### src/hdl/drialloc_ram.sv
// -----------------------------------------------------------------------------
// drialloc_ram
// Simple dual-port RAM, one write and one registered read per cycle.
// -----------------------------------------------------------------------------
module drialloc_ram #(
    parameter int WIDTH = 8,
    parameter int DEPTH = 256
) (
    input  logic                     i_clk,
    input  logic                     i_we,
    input  logic [$clog2(DEPTH)-1:0] i_waddr,
    input  logic [WIDTH-1:0]         i_wdata,
    input  logic [$clog2(DEPTH)-1:0] i_raddr,
    output logic [WIDTH-1:0]         o_rdata
);

    logic [WIDTH-1:0] r_mem [DEPTH];
    logic [WIDTH-1:0] r_rdata;

    always_ff @(posedge i_clk) begin
        if (i_we) begin
            r_mem[i_waddr] <= i_wdata;
        end
        r_rdata <= r_mem[i_raddr];
    end

    assign o_rdata = r_rdata;

endmodule

### config.mk
export PLATFORM = sky130hd
export DESIGN_NAME = drialloc_ram
export DESIGN_NICKNAME = d
export VERILOG_FILES = /design/src/hdl/drialloc_ram.sv
export SDC_FILE = /design/constraint.sdc
export NUM_CORES = 2
export LEC_CHECK = 0
export ABC_AREA = 1
export CORE_ASPECT_RATIO = 0.8
export CORE_MARGIN = 5
export CORE_UTILIZATION = 45
export CTS_BUF_LIST = sky130_fd_sc_hd__clkbuf_16
export DETAILED_ROUTE_END_ITERATION = 16
export DONT_BUFFER_PORTS = 1
export GPL_ROUTABILITY_DRIVEN = 0
export PLACE_DENSITY = 0.7
export SLEW_MARGIN = 15
export SYNTH_ARGS = -nofsm -noshare
export SYNTH_HDL_FRONTEND = slang
export SYNTH_SLANG_ARGS = --single-unit
### constraint.sdc
create_clock -name i_clk -period 3.55 [get_ports i_clk]
set_input_delay 0.71 -clock i_clk [delete_from_list [all_inputs] [get_ports i_clk]]
set_output_delay 0.71 -clock i_clk [all_outputs]
set_load 0.01 [all_outputs]
==> qor.csv <==
stage;metric;value;unit
critical_path;crit path launch;i_raddr[1];
synthesis;syn nets;7029;
grt;met3 Use GR;0.0514;
timing;worst slew pin tran;1.36;ns
synthesis;syn_area_per_cell;11.9;um2
grt;GRT busiest layer;met2;
place;dpl cell area;0.0856;mm2
route;wire per inst;23.9;um
route;DRT Pass-1 Iters;6;
route;DR vias;55700;
critical_path;critical path arrival;3.90;ns
timing;Worst Skew;0.0256;ns
route;Iter 0 DRT Violations;8470;
grt;gr ovfl total;0;
clocking;depth of the CTS H-tree;4;
synthesis;Yosys Warn Count;0;
synthesis;Synth Area in Adders;0;
grt;M1 GR Usage;0.329;
synthesis;Synth Instances;7003;
critical_path;CP Class;input port to register;
critical_path;Register-to-Register Path Depth;10;
die;height of the chip;395;um
clocking;clk sinks;2056;
synthesis;post-synthesis register bit count;2056;
synthesis;Post-Synth XOR/XNOR Area;0;
timing;Max Slew Vio Count;0;
die;Core ar.;0.185;mm2
final_layout;area grow syn2layout;9.94;%
critical_path;Reg2Reg Launch Point;r_mem[255][0];
route;DR DRC count;0;
critical_path;crit-path max FO;513;
grt;largest net degree at the start of global routing;1026;
place;PortBufs;0;
timing;Post-Route Setup TNS;0;ns
route;DR vias/cell;5.87;
die;Die X;491;um
clocking;worst skew pair latency;0.82;ns
die;num rows;141;
pwr;Leakage;31.6;nW
run_status;outcome;completed;
die;I/O pins;34;
timing;# setup viols final;0;
die;full die area;0.194;mm2
grt;initial antenna violation count;9;
synthesis;post-synthesis simple-gate area fraction;0.229;
route;final WL;226;mm
grt;vias in the first global route;52400;
worst_hold_path;worst hold stages;2;
worst_hold_path;Hold Startpoint;i_raddr[7];
timing;RSZ-0062 raised after global routing;false;
clocking;Num CTS Buffers;188;
timing;final hold vios;0;
clocking;Setup Fix Bufs, Post-CTS;0;
synthesis;post-synthesis mux area share;0;
final_layout;fin nets;6913;
flow_run;max-cap viol count;0;
synthesis;sequential area share after synthesis;0.739;
synthesis;compound-cell area share of the yosys netlist;0;
clocking;Clock Root Buffer;clkbuf_16;
timing;Period Utilization, post-route;0.895;
final_layout;FILL cells;15600;
grt;met2 track demand over resource;0.332;
critical_path;CP required;4.27;ns
grt;Global Route Usage Sum;0.224;
clocking;clk buf depth;3;
pwr;power density over the cells;527;mW/mm2
timing;slew margin rel.;0.0933;
final_layout;layout cells sized above 1;0.0578;
timing;minimum clock period;3.18;ns
timing;f_max;315;MHz
pwr;Worst VDD drop;0.413;mV
route;Post-DRT Antenna Nets;0;
critical_path;CP startpoint kind;input port;
place;DP HPWL;115;mm
clocking;clock slew at reported path FFs;0.06;ns
die;Initial Utilization;0.452;
critical_path;critical path capture point type;register;
synthesis;largest family of logic cells by synthesized area;simple AND/OR/NAND/NOR gates;
synthesis;Mapped Area;0.0834;mm2
grt;first-pass GRT wire length;335;mm
timing;Hold WS;0.0652;ns
clocking;CTS tree;yes;
final_layout;post-route cell area;0.0917;mm2
synthesis;Distinct cells, synth;14;
worst_hold_path;Min-Delay Path Class;input port to register;
## worst max-delay path, stage by stage
cell and delay (ns):
inv_8 0.55, buf_4 0.48, buf_4 0.26, nand3_1 0.10, nand3_1 0.11, nand3_1 0.09, nand3_1 0.23, nand3_1 0.14
nand3_1 0.21, nand2_1 0.22, nand2_1 0.22, nand2_1 0.07
## cells in the final DEF (no fill, tap or decap), drive strengths merged
cell type    instances
nor2               283
clkbuf             195
clkinv              80
buf                162
bufinv               8
dfxtp                8
edfxtp            2048
dlygate4sd3         11
nand3             2019
diode                7
inv                100
clkinvlp             3
nand2             2123
## cells in the mapped netlist
cell type | count | share of area
nand3_1 | 2019 | 0.12
inv_1 | 36 | 0.0016
buf_6 | 16 | 0.0022
clkbuf_1 | 112 | 0.0050
buf_2 | 268 | 0.016
nand2_1 | 2123 | 0.096
buf_8 | 1 | 0.00018
nor2_1 | 283 | 0.013
dfxtp_1 | 8 | 0.0019
buf_4 | 46 | 0.0041
edfxtp_1 | 2048 | 0.74
buf_1 | 40 | 0.0018
inv_2 | 2 | 0.000090
inv_4 | 1 | 0.000075
## where the power goes
part	total [mW]	leakage, nW	switching [mW]	internal [mW]
Combinational	2.34	10.2	1.66	0.688
Sequential	26.8	18.5	0.0500	26.8
Clock	19.2	2.99	8.83	10.3
Total	48.3	31.6	10.5	37.8
## final timing paths
| path | to | slack [ns] |
|---|---|---|
| worst max-delay path | o_rdata[0] | 0.37 |
| worst min register to register | o_rdata[0] | 1.04 |
| worst max register to register | o_rdata[0] | 1.46 |
| worst min-delay path | o_rdata[2] | 0.07 |
## repair_timing
item / in CTS / in global routing
gates resized for setup: 0 / 0
endpoints found under the hold margin: 89 / 0
hold buffers: 12 / 0
setup endpoints to repair: 0 / 8
## cell families after synthesis
group,count (synthesis)
buffers and inverters,522
flip-flops,2056
AND/OR/NAND/NOR,4425
## sequential cells by signal, indices dropped and copies added (netlist names)
| signal | flops |
|---|---|
| o_rdata | 8 |
| r_mem | 2048 |
## through the flow
stage,power [mW],util,instances,setup WS (ns)
floorplan,28.9,-,7003,1.35
global placement,29.3,0.464,9108,0.0620
detailed placement,29.3,0.464,9108,0.185
CTS,48.2,0.496,9463,0.939
global route,49.7,0.497,9471,0.242
finish,48.3,0.497,9478,0.371
## area by class of cell
class | count | area (um2) | area share
sequential | 2056 | 61700 | 0.672
multi-input combinational | 4425 | 19100 | 0.209
clock buffer | 191 | 4780 | 0.0521
tap | 2431 | 3040 | 0.0332
timing repair buffer | 177 | 1920 | 0.0209
clock inverter | 152 | 956 | 0.0104
inverter | 39 | 180 | 0.00197
antenna | 7 | 17.5 | 0.000191
## per-layer routing
layer / up-vias / share of wire
li1: 24600 / -
met1: 27200 / 0.41
met2: 3374 / 0.45
met3: 400 / 0.12
met4: 10 / 0.032
met5: - / 0.00027
Note: power is estimated with default switching activity, not from simulation.
